**config.mk**
```make
export PLATFORM = sky130hd
export DESIGN_NAME = dram_bank_utilization_monitor_core
export DESIGN_NICKNAME = d
export VERILOG_FILES = /design/src/hdl/dbum_pkg.sv /design/src/hdl/dbum_lane.sv /design/src/hdl/dbum_stats.sv /design/src/hdl/dram_bank_utilization_monitor_core.sv
export SDC_FILE = /design/constraint.sdc
export NUM_CORES = 2
export LEC_CHECK = 0
export ABC_AREA = 0
export BUFFER_PORTS_ARGS = -buffer_cell sky130_fd_sc_hd__buf_2
export CAP_MARGIN = 15
export CORE_UTILIZATION = 45
export CTS_BUF_LIST = sky130_fd_sc_hd__clkbuf_8
export CTS_CLUSTER_SIZE = 16
export DETAILED_ROUTE_END_ITERATION = 8
export GPL_TIMING_DRIVEN = 0
export PLACE_DENSITY = 0.71
export SLEW_MARGIN = 20
export SYNTH_ARGS = -nofsm -noshare
export SYNTH_HDL_FRONTEND = slang
export SYNTH_SLANG_ARGS = --single-unit
export TNS_END_PERCENT = 50
```
**constraint.sdc**
```tcl
create_clock -name aclk -period 12.9 [get_ports aclk]
set_clock_uncertainty 0.2 [all_clocks]
set_input_delay 2.58 -clock aclk [delete_from_list [all_inputs] [get_ports aclk]]
set_output_delay 2.58 -clock aclk [all_outputs]
set_load 0.01 [all_outputs]
```
**src/hdl/dbum_pkg.sv**
```systemverilog
// Shared types and constants for the DRAM bank utilization monitor.
// Used by the lane, statistics, top level and checker files.
package dbum_pkg;

    localparam int BANKS = 16;

    // Field widths
    localparam int OP_W     = 2;
    localparam int KIND_W   = 3;
    localparam int BANK_W   = 4;
    localparam int REFC_W   = 10;
    localparam int BURST_W  = 4;
    localparam int TIMING_W = 8;
    localparam int CODE_W   = 4;
    localparam int CNT_W    = 32;
    localparam int MASK_W   = 16;
    localparam int STATES_W = 64;
    localparam int S_DATA_W = 72;
    localparam int M_DATA_W = 224;
    localparam int CFG_IDX_W  = 2;
    localparam int CFG_DATA_W = 10;

    // Item operations
    localparam logic [OP_W-1:0] OP_CMD      = 2'd0;
    localparam logic [OP_W-1:0] OP_SET_FLAG = 2'd1;
    localparam logic [OP_W-1:0] OP_TICK     = 2'd2;

    // Command kinds
    localparam logic [KIND_W-1:0] CMD_REFRESH   = 3'd0;
    localparam logic [KIND_W-1:0] CMD_READ      = 3'd1;
    localparam logic [KIND_W-1:0] CMD_WRITE     = 3'd2;
    localparam logic [KIND_W-1:0] CMD_ACTIVATE  = 3'd3;
    localparam logic [KIND_W-1:0] CMD_PRECHARGE = 3'd4;

    // Bank state codes
    localparam logic [CODE_W-1:0] ST_NOP    = 4'd0;
    localparam logic [CODE_W-1:0] ST_CLOSED = 4'd1;
    localparam logic [CODE_W-1:0] ST_ACT    = 4'd2;
    localparam logic [CODE_W-1:0] ST_RD     = 4'd3;
    localparam logic [CODE_W-1:0] ST_WR     = 4'd4;
    localparam logic [CODE_W-1:0] ST_PRE    = 4'd5;
    localparam logic [CODE_W-1:0] ST_MISS   = 4'd6;
    localparam logic [CODE_W-1:0] ST_ARB    = 4'd7;
    localparam logic [CODE_W-1:0] ST_REF    = 4'd8;
    localparam logic [CODE_W-1:0] ST_CONF   = 4'd9;

    // Configuration register indexes
    localparam logic [CFG_IDX_W-1:0] REG_REFRESH_CYCLES   = 2'd0;
    localparam logic [CFG_IDX_W-1:0] REG_HALF_BURST       = 2'd1;
    localparam logic [CFG_IDX_W-1:0] REG_ACTIVATE_CYCLES  = 2'd2;
    localparam logic [CFG_IDX_W-1:0] REG_PRECHARGE_CYCLES = 2'd3;

    // Per-lane control for one transfer
    typedef struct packed {
        logic tick;
        logic ref_active;
        logic ref_flag;
        logic set_rd;
        logic set_wr;
        logic load_act;
        logic load_pre;
        logic queued;
        logic row_open;
        logic read_hit;
        logic write_hit;
        logic any_rd;
        logic any_wr;
    } lane_ctrl_t;

    // Per-lane status back to the merge logic
    typedef struct packed {
        logic [CODE_W-1:0] code;
        logic              busy;
        logic              rd_mark;
        logic              wr_mark;
    } lane_stat_t;

    // Utilization counter set
    typedef struct packed {
        logic [CNT_W-1:0] busy;
        logic [CNT_W-1:0] refr;
        logic [CNT_W-1:0] rd;
        logic [CNT_W-1:0] wr;
        logic [CNT_W-1:0] ticks;
    } counters_t;

    // Channel-level inputs to the statistics unit
    typedef struct packed {
        logic                accept;
        logic [OP_W-1:0]     op;
        logic [KIND_W-1:0]   cmd_kind;
        logic                in_refresh;
        logic                busy_any;
    } stats_in_t;

endpackage

```
**src/hdl/dbum_lane.sv**
```systemverilog
// One bank lane: activate/precharge countdowns, read/write marks, state code.
// Depends on dbum_pkg.
module dbum_lane
    import dbum_pkg::*;
(
    input  logic                 aclk,
    input  logic                 aresetn,
    input  lane_ctrl_t           ctrl,
    input  logic [TIMING_W-1:0]  activate_cycles,
    input  logic [TIMING_W-1:0]  precharge_cycles,
    output lane_stat_t           stat
);

    logic [TIMING_W-1:0] act_reg, act_next;
    logic [TIMING_W-1:0] pre_reg, pre_next;
    logic                rd_reg, rd_next;
    logic                wr_reg, wr_next;
    logic [CODE_W-1:0]   code;
    logic                busy;

    // Classify the bank from its current state
    always_comb begin
        busy = 1'b0;
        priority if (ctrl.ref_active) begin
            code = ST_REF;
        end else if (act_reg != '0) begin
            code = ST_ACT;
            busy = 1'b1;
        end else if (pre_reg != '0) begin
            code = ST_PRE;
            busy = 1'b1;
        end else if (rd_reg) begin
            code = ST_RD;
        end else if (wr_reg) begin
            code = ST_WR;
        end else if (!ctrl.queued) begin
            code = ST_NOP;
        end else begin
            busy = 1'b1;
            priority if (!ctrl.row_open) begin
                code = ST_CLOSED;
            end else if (ctrl.read_hit) begin
                code = ctrl.any_rd ? ST_ARB : ST_CONF;
            end else if (ctrl.write_hit) begin
                code = ctrl.any_wr ? ST_ARB : ST_CONF;
            end else begin
                code = ST_MISS;
            end
        end
    end

    // Advance countdowns on a tick, load them on a command
    always_comb begin
        act_next = act_reg;
        pre_next = pre_reg;
        rd_next  = rd_reg;
        wr_next  = wr_reg;
        if (ctrl.tick) begin
            rd_next = 1'b0;
            wr_next = 1'b0;
            if (ctrl.ref_active) begin
                if (ctrl.ref_flag) begin
                    act_next = '0;
                    pre_next = '0;
                end
            end else if (act_reg != '0) begin
                act_next = act_reg - TIMING_W'(1);
            end else if (pre_reg != '0) begin
                pre_next = pre_reg - TIMING_W'(1);
            end
        end else begin
            if (ctrl.set_rd)   rd_next  = 1'b1;
            if (ctrl.set_wr)   wr_next  = 1'b1;
            if (ctrl.load_act) act_next = activate_cycles;
            if (ctrl.load_pre) pre_next = precharge_cycles;
        end
    end

    always_ff @(posedge aclk) begin
        if (!aresetn) begin
            act_reg <= '0;
            pre_reg <= '0;
            rd_reg  <= 1'b0;
            wr_reg  <= 1'b0;
        end else begin
            act_reg <= act_next;
            pre_reg <= pre_next;
            rd_reg  <= rd_next;
            wr_reg  <= wr_next;
        end
    end

    assign stat.code    = code;
    assign stat.busy    = busy & ~ctrl.ref_active;
    assign stat.rd_mark = rd_reg;
    assign stat.wr_mark = wr_reg;

endmodule

```
**src/hdl/dbum_stats.sv**
```systemverilog
// Channel-wide state: refresh flag and countdown, data-bus countdowns and
// the wrapping utilization counters. Depends on dbum_pkg.
module dbum_stats
    import dbum_pkg::*;
(
    input  logic                aclk,
    input  logic                aresetn,
    input  stats_in_t           sin,
    input  logic [REFC_W-1:0]   refresh_cycles,
    input  logic [BURST_W-1:0]  half_burst,
    output logic                ref_flag,
    output logic                ref_active,
    output counters_t           cnt_next
);

    logic                ref_flag_reg, ref_flag_next;
    logic [REFC_W-1:0]   ref_left_reg, ref_left_next;
    logic [BURST_W-1:0]  rd_bus_reg, rd_bus_next;
    logic [BURST_W-1:0]  wr_bus_reg, wr_bus_next;
    counters_t           cnt_reg;
    logic                tick;
    logic                cmd;

    assign tick       = sin.accept && (sin.op == OP_TICK);
    assign cmd        = sin.accept && (sin.op == OP_CMD) && !ref_flag_reg;
    assign ref_active = ref_flag_reg || (ref_left_reg != '0);

    always_comb begin
        ref_flag_next = ref_flag_reg;
        ref_left_next = ref_left_reg;
        rd_bus_next   = rd_bus_reg;
        wr_bus_next   = wr_bus_reg;
        cnt_next      = cnt_reg;
        // Load countdowns on a command transfer
        if (cmd) begin
            if (sin.cmd_kind == CMD_REFRESH) ref_left_next = refresh_cycles;
            if (sin.cmd_kind == CMD_READ)    rd_bus_next   = half_burst;
            if (sin.cmd_kind == CMD_WRITE)   wr_bus_next   = half_burst;
        end
        if (sin.accept && (sin.op == OP_SET_FLAG)) begin
            ref_flag_next = sin.in_refresh;
        end
        // Count and advance on a tick
        if (tick) begin
            if (ref_active) begin
                cnt_next.refr = cnt_reg.refr + CNT_W'(1);
                if (!ref_flag_reg) ref_left_next = ref_left_reg - REFC_W'(1);
            end else begin
                if (sin.busy_any && (rd_bus_reg == '0) && (wr_bus_reg == '0)) begin
                    cnt_next.busy = cnt_reg.busy + CNT_W'(1);
                end
                if (rd_bus_reg != '0) begin
                    cnt_next.rd = cnt_reg.rd + CNT_W'(1);
                    rd_bus_next = rd_bus_reg - BURST_W'(1);
                end
                if (wr_bus_reg != '0) begin
                    cnt_next.wr = cnt_reg.wr + CNT_W'(1);
                    wr_bus_next = wr_bus_reg - BURST_W'(1);
                end
            end
            ref_flag_next  = 1'b0;
            cnt_next.ticks = cnt_reg.ticks + CNT_W'(1);
        end
    end

    always_ff @(posedge aclk) begin
        if (!aresetn) begin
            ref_flag_reg <= 1'b0;
            ref_left_reg <= '0;
            rd_bus_reg   <= '0;
            wr_bus_reg   <= '0;
            cnt_reg      <= '0;
        end else begin
            ref_flag_reg <= ref_flag_next;
            ref_left_reg <= ref_left_next;
            rd_bus_reg   <= rd_bus_next;
            wr_bus_reg   <= wr_bus_next;
            cnt_reg      <= cnt_next;
        end
    end

    assign ref_flag = ref_flag_reg;

endmodule

```
**src/hdl/dram_bank_utilization_monitor_core.sv**
```systemverilog
// DRAM bank utilization monitor, top level.
//
// Input stream (s_*): one item per transfer. s_tuser carries the operation
// (issue command, set refresh flag, clock tick); s_tdata carries the command
// kind, bank, refresh flag value and the four per-bank masks used on a tick.
// Output stream (m_*): exactly one result per input item, in order: the
// per-bank state codes (zero unless the item is a tick) and the five
// utilization counters after the item is applied.
// Configuration (cfg_*): register writes, always ready; the user must send
// them so they are taken only while idle, which the block does not enforce.
// Timing: one item per cycle while the output is not stalled; m_tvalid
// rises in the cycle after the input transfer. All banks are classified
// and updated together by sixteen parallel lanes; the OR of the lanes' marks
// and busy flags is merged with the channel counters in the same cycle, and
// the result sits in a single output register.
// Stall: while m_tvalid is high and m_tready low, the result holds and
// s_tready drops; an input is taken in the cycle the result leaves.
// Reset: synchronous, active low; clears all countdowns, marks, counters
// and the output valid flag, and restores the timing registers to defaults.
// Depends on dbum_pkg, dbum_lane and dbum_stats.
module dram_bank_utilization_monitor_core
    import dbum_pkg::*;
(
    input  logic                   aclk,
    input  logic                   aresetn,
    // Input stream
    input  logic                   s_tvalid,
    output logic                   s_tready,
    // [2:0] cmd_kind, [6:3] bank, [7] in_refresh, [23:8] queue_nonempty_mask,
    // [39:24] row_open_mask, [55:40] read_hit_mask, [71:56] write_hit_mask
    input  logic [S_DATA_W-1:0]    s_tdata,
    // [1:0] op
    input  logic [OP_W-1:0]        s_tuser,
    // Result stream
    output logic                   m_tvalid,
    input  logic                   m_tready,
    // [63:0] bank_states, [95:64] busy_cycles, [127:96] refresh_ticks,
    // [159:128] read_bus_cycles, [191:160] write_bus_cycles,
    // [223:192] tick_count
    output logic [M_DATA_W-1:0]    m_tdata,
    // Configuration writes
    input  logic                   cfg_valid,
    output logic                   cfg_ready,
    input  logic [CFG_IDX_W-1:0]   cfg_index,
    input  logic [CFG_DATA_W-1:0]  cfg_data
);

    logic [REFC_W-1:0]    refresh_cycles_reg;
    logic [BURST_W-1:0]   half_burst_reg;
    logic [TIMING_W-1:0]  activate_cycles_reg;
    logic [TIMING_W-1:0]  precharge_cycles_reg;

    logic                 accept;
    logic                 tick;
    logic                 cmd;
    logic [KIND_W-1:0]    cmd_kind;
    logic [BANK_W-1:0]    bank;
    logic [MASK_W-1:0]    q_mask, ro_mask, rh_mask, wh_mask;

    logic                 ref_flag;
    logic                 ref_active;
    logic                 any_rd, any_wr, busy_any;
    logic [BANKS-1:0]     rd_marks, wr_marks, busy_bits;
    lane_ctrl_t           lane_ctrl [BANKS];
    lane_stat_t           lane_stat [BANKS];
    stats_in_t            sin;
    counters_t            cnt_next;
    logic [STATES_W-1:0]  states;

    logic                 m_tvalid_reg, m_tvalid_next;
    logic [M_DATA_W-1:0]  m_tdata_reg, m_tdata_next;

    // Unpack the input transfer
    assign cmd_kind = s_tdata[2:0];
    assign bank     = s_tdata[6:3];
    assign q_mask   = s_tdata[23:8];
    assign ro_mask  = s_tdata[39:24];
    assign rh_mask  = s_tdata[55:40];
    assign wh_mask  = s_tdata[71:56];

    assign s_tready = !m_tvalid_reg || m_tready;
    assign accept   = s_tvalid && s_tready;
    assign tick     = accept && (s_tuser == OP_TICK);
    assign cmd      = accept && (s_tuser == OP_CMD) && !ref_flag;

    // Configuration registers
    assign cfg_ready = 1'b1;

    always_ff @(posedge aclk) begin
        if (!aresetn) begin
            refresh_cycles_reg   <= REFC_W'(350);
            half_burst_reg       <= BURST_W'(4);
            activate_cycles_reg  <= TIMING_W'(16);
            precharge_cycles_reg <= TIMING_W'(16);
        end else if (cfg_valid) begin
            unique case (cfg_index)
                REG_REFRESH_CYCLES:   refresh_cycles_reg   <= cfg_data;
                REG_HALF_BURST:       half_burst_reg       <= cfg_data[BURST_W-1:0];
                REG_ACTIVATE_CYCLES:  activate_cycles_reg  <= cfg_data[TIMING_W-1:0];
                REG_PRECHARGE_CYCLES: precharge_cycles_reg <= cfg_data[TIMING_W-1:0];
                default: ;
            endcase
        end
    end

    // Bank lanes
    for (genvar i = 0; i < BANKS; i++) begin : g_lane
        always_comb begin
            lane_ctrl[i].tick       = tick;
            lane_ctrl[i].ref_active = ref_active;
            lane_ctrl[i].ref_flag   = ref_flag;
            lane_ctrl[i].set_rd     = cmd && (cmd_kind == CMD_READ)
                                      && (bank == BANK_W'(i));
            lane_ctrl[i].set_wr     = cmd && (cmd_kind == CMD_WRITE)
                                      && (bank == BANK_W'(i));
            lane_ctrl[i].load_act   = cmd && (cmd_kind == CMD_ACTIVATE)
                                      && (bank == BANK_W'(i));
            lane_ctrl[i].load_pre   = cmd && (cmd_kind == CMD_PRECHARGE)
                                      && (bank == BANK_W'(i));
            lane_ctrl[i].queued     = q_mask[i];
            lane_ctrl[i].row_open   = ro_mask[i];
            lane_ctrl[i].read_hit   = rh_mask[i];
            lane_ctrl[i].write_hit  = wh_mask[i];
            lane_ctrl[i].any_rd     = any_rd;
            lane_ctrl[i].any_wr     = any_wr;
        end

        dbum_lane u_lane (
            .aclk             (aclk),
            .aresetn          (aresetn),
            .ctrl             (lane_ctrl[i]),
            .activate_cycles  (activate_cycles_reg),
            .precharge_cycles (precharge_cycles_reg),
            .stat             (lane_stat[i])
        );

        assign rd_marks[i]  = lane_stat[i].rd_mark;
        assign wr_marks[i]  = lane_stat[i].wr_mark;
        assign busy_bits[i] = lane_stat[i].busy;
    end

    // Merge lane results
    assign any_rd   = |rd_marks;
    assign any_wr   = |wr_marks;
    assign busy_any = |busy_bits;

    always_comb begin
        states = '0;
        for (int i = 0; i < BANKS; i++) begin
            states[CODE_W*i +: CODE_W] = tick ? lane_stat[i].code : ST_NOP;
        end
    end

    assign sin.accept     = accept;
    assign sin.op         = s_tuser;
    assign sin.cmd_kind   = cmd_kind;
    assign sin.in_refresh = s_tdata[7];
    assign sin.busy_any   = busy_any;

    dbum_stats u_stats (
        .aclk           (aclk),
        .aresetn        (aresetn),
        .sin            (sin),
        .refresh_cycles (refresh_cycles_reg),
        .half_burst     (half_burst_reg),
        .ref_flag       (ref_flag),
        .ref_active     (ref_active),
        .cnt_next       (cnt_next)
    );

    // Output register
    always_comb begin
        m_tvalid_next = m_tvalid_reg;
        m_tdata_next  = m_tdata_reg;
        if (m_tvalid_reg && m_tready) m_tvalid_next = 1'b0;
        if (accept) begin
            m_tvalid_next = 1'b1;
            m_tdata_next  = {cnt_next.ticks, cnt_next.wr, cnt_next.rd,
                             cnt_next.refr, cnt_next.busy, states};
        end
    end

    always_ff @(posedge aclk) begin
        if (!aresetn) begin
            m_tvalid_reg <= 1'b0;
        end else begin
            m_tvalid_reg <= m_tvalid_next;
        end
        m_tdata_reg <= m_tdata_next;
    end

    assign m_tvalid = m_tvalid_reg;
    assign m_tdata  = m_tdata_reg;

endmodule

```
==> results.json <==
{
  "slew_headroom_pct": 10.84,
  "ctsResizeCount": 0,
  "grt_util_met3_pct": 7.383,
  "sw_frac_of_total_pct": 29.96,
  "yosysMostFrequentCell": "dfxtp_1",
  "regArea_sq_mm": 0.01670,
  "path_cells": "buf_2 -> nor2b_1 -> nand3_1 -> nor2_2 -> clkbuf_1 -> clkbuf_1 -> clkbuf_1 -> buf_1 -> nand2_1 -> a21oi_1",
  "grt_pass1_vias": 30670,
  "crit_top_cell": "clkbuf_1",
  "rows": 102,
  "crit_slowest_cell": "nor2_2",
  "min_period_over_period_pct": 54.36,
  "synth-edff-count": 224,
  "final_antenna_net_count": 0,
  "finalCriticalPeriod_ps": 7013,
  "synthMuxAreaShare_pct": 0.5146,
  "drv_slew": 0,
  "synth_fa_ha_area_share_pct": 2.591,
  "design.core.area_sq_mm": 0.07747,
  "vdd_drop_max_uv": 98.40,
  "grt_pass1_wl_mm": 191.9,
  "synthXorXnorAreaFrac_pct": 3.453,
  "synth_fp_nets": 4142,
  "outcome": "finished, final reports clean",
  "grt_max_degree": 30,
  "synth_top_family_by_area": "simple AND/OR/NAND/NOR gates",
  "r2r_slack_ps": 7180,
  "crit_family": "buffers and inverters",
  "grt-busiest-layer": "met2",
  "pin_count": 318,
  "initial_utilization_pct": 45.51,
  "max_cap_violations": 0,
  "drc": 0,
  "cts_tree": "built",
  "p_comb_share_pct": 14.7,
  "setup_violations": 0,
  "ys.flop_type": "dfxtp_1",
  "design.die.area_sq_mm": 0.07947,
  "hold_viol_final": 0,
  "critPathRequiredTime_ps": 13280,
  "p_int_mw": 3.757,
  "hpwlAfterDp_mm": 95.04,
  "layout.nets": 4587,
  "dr.pass1.iters": 7,
  "holdWs_ps": 252.8,
  "cts_setup_buffers": 0,
  "avgSynthCellArea_sq_um": 8.863,
  "synth-simple-area-share_pct": 24.39,
  "cts_root_buf": "clkbuf_8",
  "wire_per_inst_microns": 23.63,
  "yosys.area.top_type_share_pct": 28.28,
  "ys_types": 71,
  "synth_area_sq_mm": 0.03526,
  "critPathKind": "in -> reg",
  "power_leakage_nw": 16.07,
  "layout-drive-gt1-share_pct": 13.73,
  "cts_buffers": 118,
  "synth.area.top_cells": "dfxtp_1 (28%), edfxtp_1 (19%), o21ai_0 (5.5%), a21oi_1 (4.8%), nand2_1 (4.1%)",
  "fmax_ghz": 0.1426,
  "synth_compound_area_share_pct": 18.10,
  "antenna_found_initial": 23,
  "p_sw_mw": 1.607,
  "ctsHoldBuffers": 0,
  "worstMarginPinSlew_ps": 1325,
  "crit_path_start_kind": "primary input",
  "die_w_microns": 281.9,
  "clkPwrFrac_pct": 39.4,
  "die_height_microns": 281.9,
  "clkTransAtPathRegs_ps": 60,
  "drt_iter0_drc": 4503,
  "critPathArrivalTime_ps": 7390,
  "multi_input_area_sq_mm": 0.01740,
  "max_stage_delay_ps": 800,
  "synth_cells": 3978,
  "path_max_fanout": 10,
  "vias_per_cell": 6.129,
  "routabilityCongestion": 1.013,
  "grt_use_met1_pct": 41.74,
  "rsz0062_at_grt": "no",
  "synthToLayoutAreaGrowth_pct": 16.19,
  "cp.buffers_inverters": 5,
  "synth_seq_cells": 722,
  "largest_reg_flops": 224,
  "min_path_type": "reg -> reg",
  "synth_top_area_cell": "dfxtp_1",
  "clk_latency_ps": 790,
  "htree_levels": 3,
  "use_met2_pct": 48.43,
  "routed_wl_mm": 131.9,
  "seqPwrFrac_pct": 45.8,
  "grt-ovfl-total": 0,
  "ys_top_cells_by_count": "dfxtp_1 (498), nand2_1 (388), o21ai_0 (386)",
  "yosys_warnings": 0,
  "io_buffers": 314,
  "powerDensity_mw_per_mm2": 130.9,
  "track_usage_pct": 32.06,
  "clock_path_buffers": 3,
  "postSynth.asyncResetShare_pct": 0,
  "critPathCaptureType": "flip-flop",
  "yosysSeqAreaShare_pct": 47.35,
  "cts.sinks": 722,
  "final.fill_count": 7201,
  "fin_tns_setup_ps": 0,
  "vias": 34210
}
layer usage:
| metal | wire, microns | share of wire (%) |
|---|---|---|
| met5 | 80 | 0.061 |
| met4 | 7579 | 5.7 |
| met3 | 15190 | 12 |
| met2 | 57440 | 44 |
| met1 | 51610 | 39 |
cells in the final DEF, fill, tap and decap left out, types with 137 or more instances in the layout:
cell        n
dfxtp_1   498
nor3_1    151
nand2_1   388
a21oi_1   335
inv_1     147
nor2_1    314
and2_1    155
clkbuf_1  186
o21ai_0   386
clkbuf_8  137
edfxtp_1  224
buf_2     323
stage by stage:
| stage | power, mW | util, % | setup WS [ps] | std cells | instance area [sq um] |
|---|---|---|---|---|---|
| after floorplan | 2.923 | - | 3236 | 3978 | 35260 |
| after global placement | 3.247 | 49.22 | 697.4 | 5332 | 38130 |
| after detailed placement | 3.254 | 49.58 | 5386 | 5342 | 38400 |
| after CTS | 5.334 | 52.78 | 6190 | 5561 | 40890 |
| after global routing | 5.516 | 52.87 | 5933 | 5579 | 40960 |
| final | 5.364 | 52.88 | 5887 | 5582 | 40970 |
worst register-to-register path, stage by stage (launching register included):
cell and delay (ps):
dfxtp_1 320, nor4_2 560, nand4b_1 460, nor2_2 800, clkbuf_1 770, clkbuf_1 630
clkbuf_1 780, buf_1 610, nand2_1 170, a21oi_1 300
kinds of logic (layout without fill, tap and decap cells):
family,after synthesis,in the layout
compound gates,1066,1066
xor+xnor,139,139
fa+ha+maj,73,73
buf+inv,332,876
flops,722,722
mux,18,18
other cells,1,21
simple gates,1627,1627
power groups by stage:
stage | logic, mW | clock network, mW | registers [mW]
floorplan | 0.400 | 0 | 2.52
global placement | 0.731 | 0 | 2.52
detailed placement | 0.748 | 0 | 2.51
CTS | 0.752 | 2.13 | 2.46
global route | 0.829 | 2.22 | 2.46
finish | 0.789 | 2.12 | 2.46
path summary, 6_finish.rpt:
| path | from | endpoint | cells past startpoint |
|---|---|---|---|
| setup / recovery | s_tuser[1] | m_tdata[0] | 10 |
| hold / removal | g_lane[11].u_lane.pre_reg[6] | g_lane[11].u_lane.pre_reg[6] | 2 |
| setup reg to reg | u_stats.ref_left_reg[8] | m_tdata[0] | 9 |
| hold reg to reg | g_lane[11].u_lane.pre_reg[6] | g_lane[11].u_lane.pre_reg[6] | 2 |
layout make-up:
cell class,instances,area share (%)
clock inverters,82,1.463
repair buffers,325,4.312
inverters,116,1.063
plain buffers,216,2.025
multi-input cells,2924,42.48
diodes,20,0.1222
well taps,1040,3.176
clock buffers,137,4.603
flip-flops and latches,722,40.75
(Power assumes the default switching activity.)
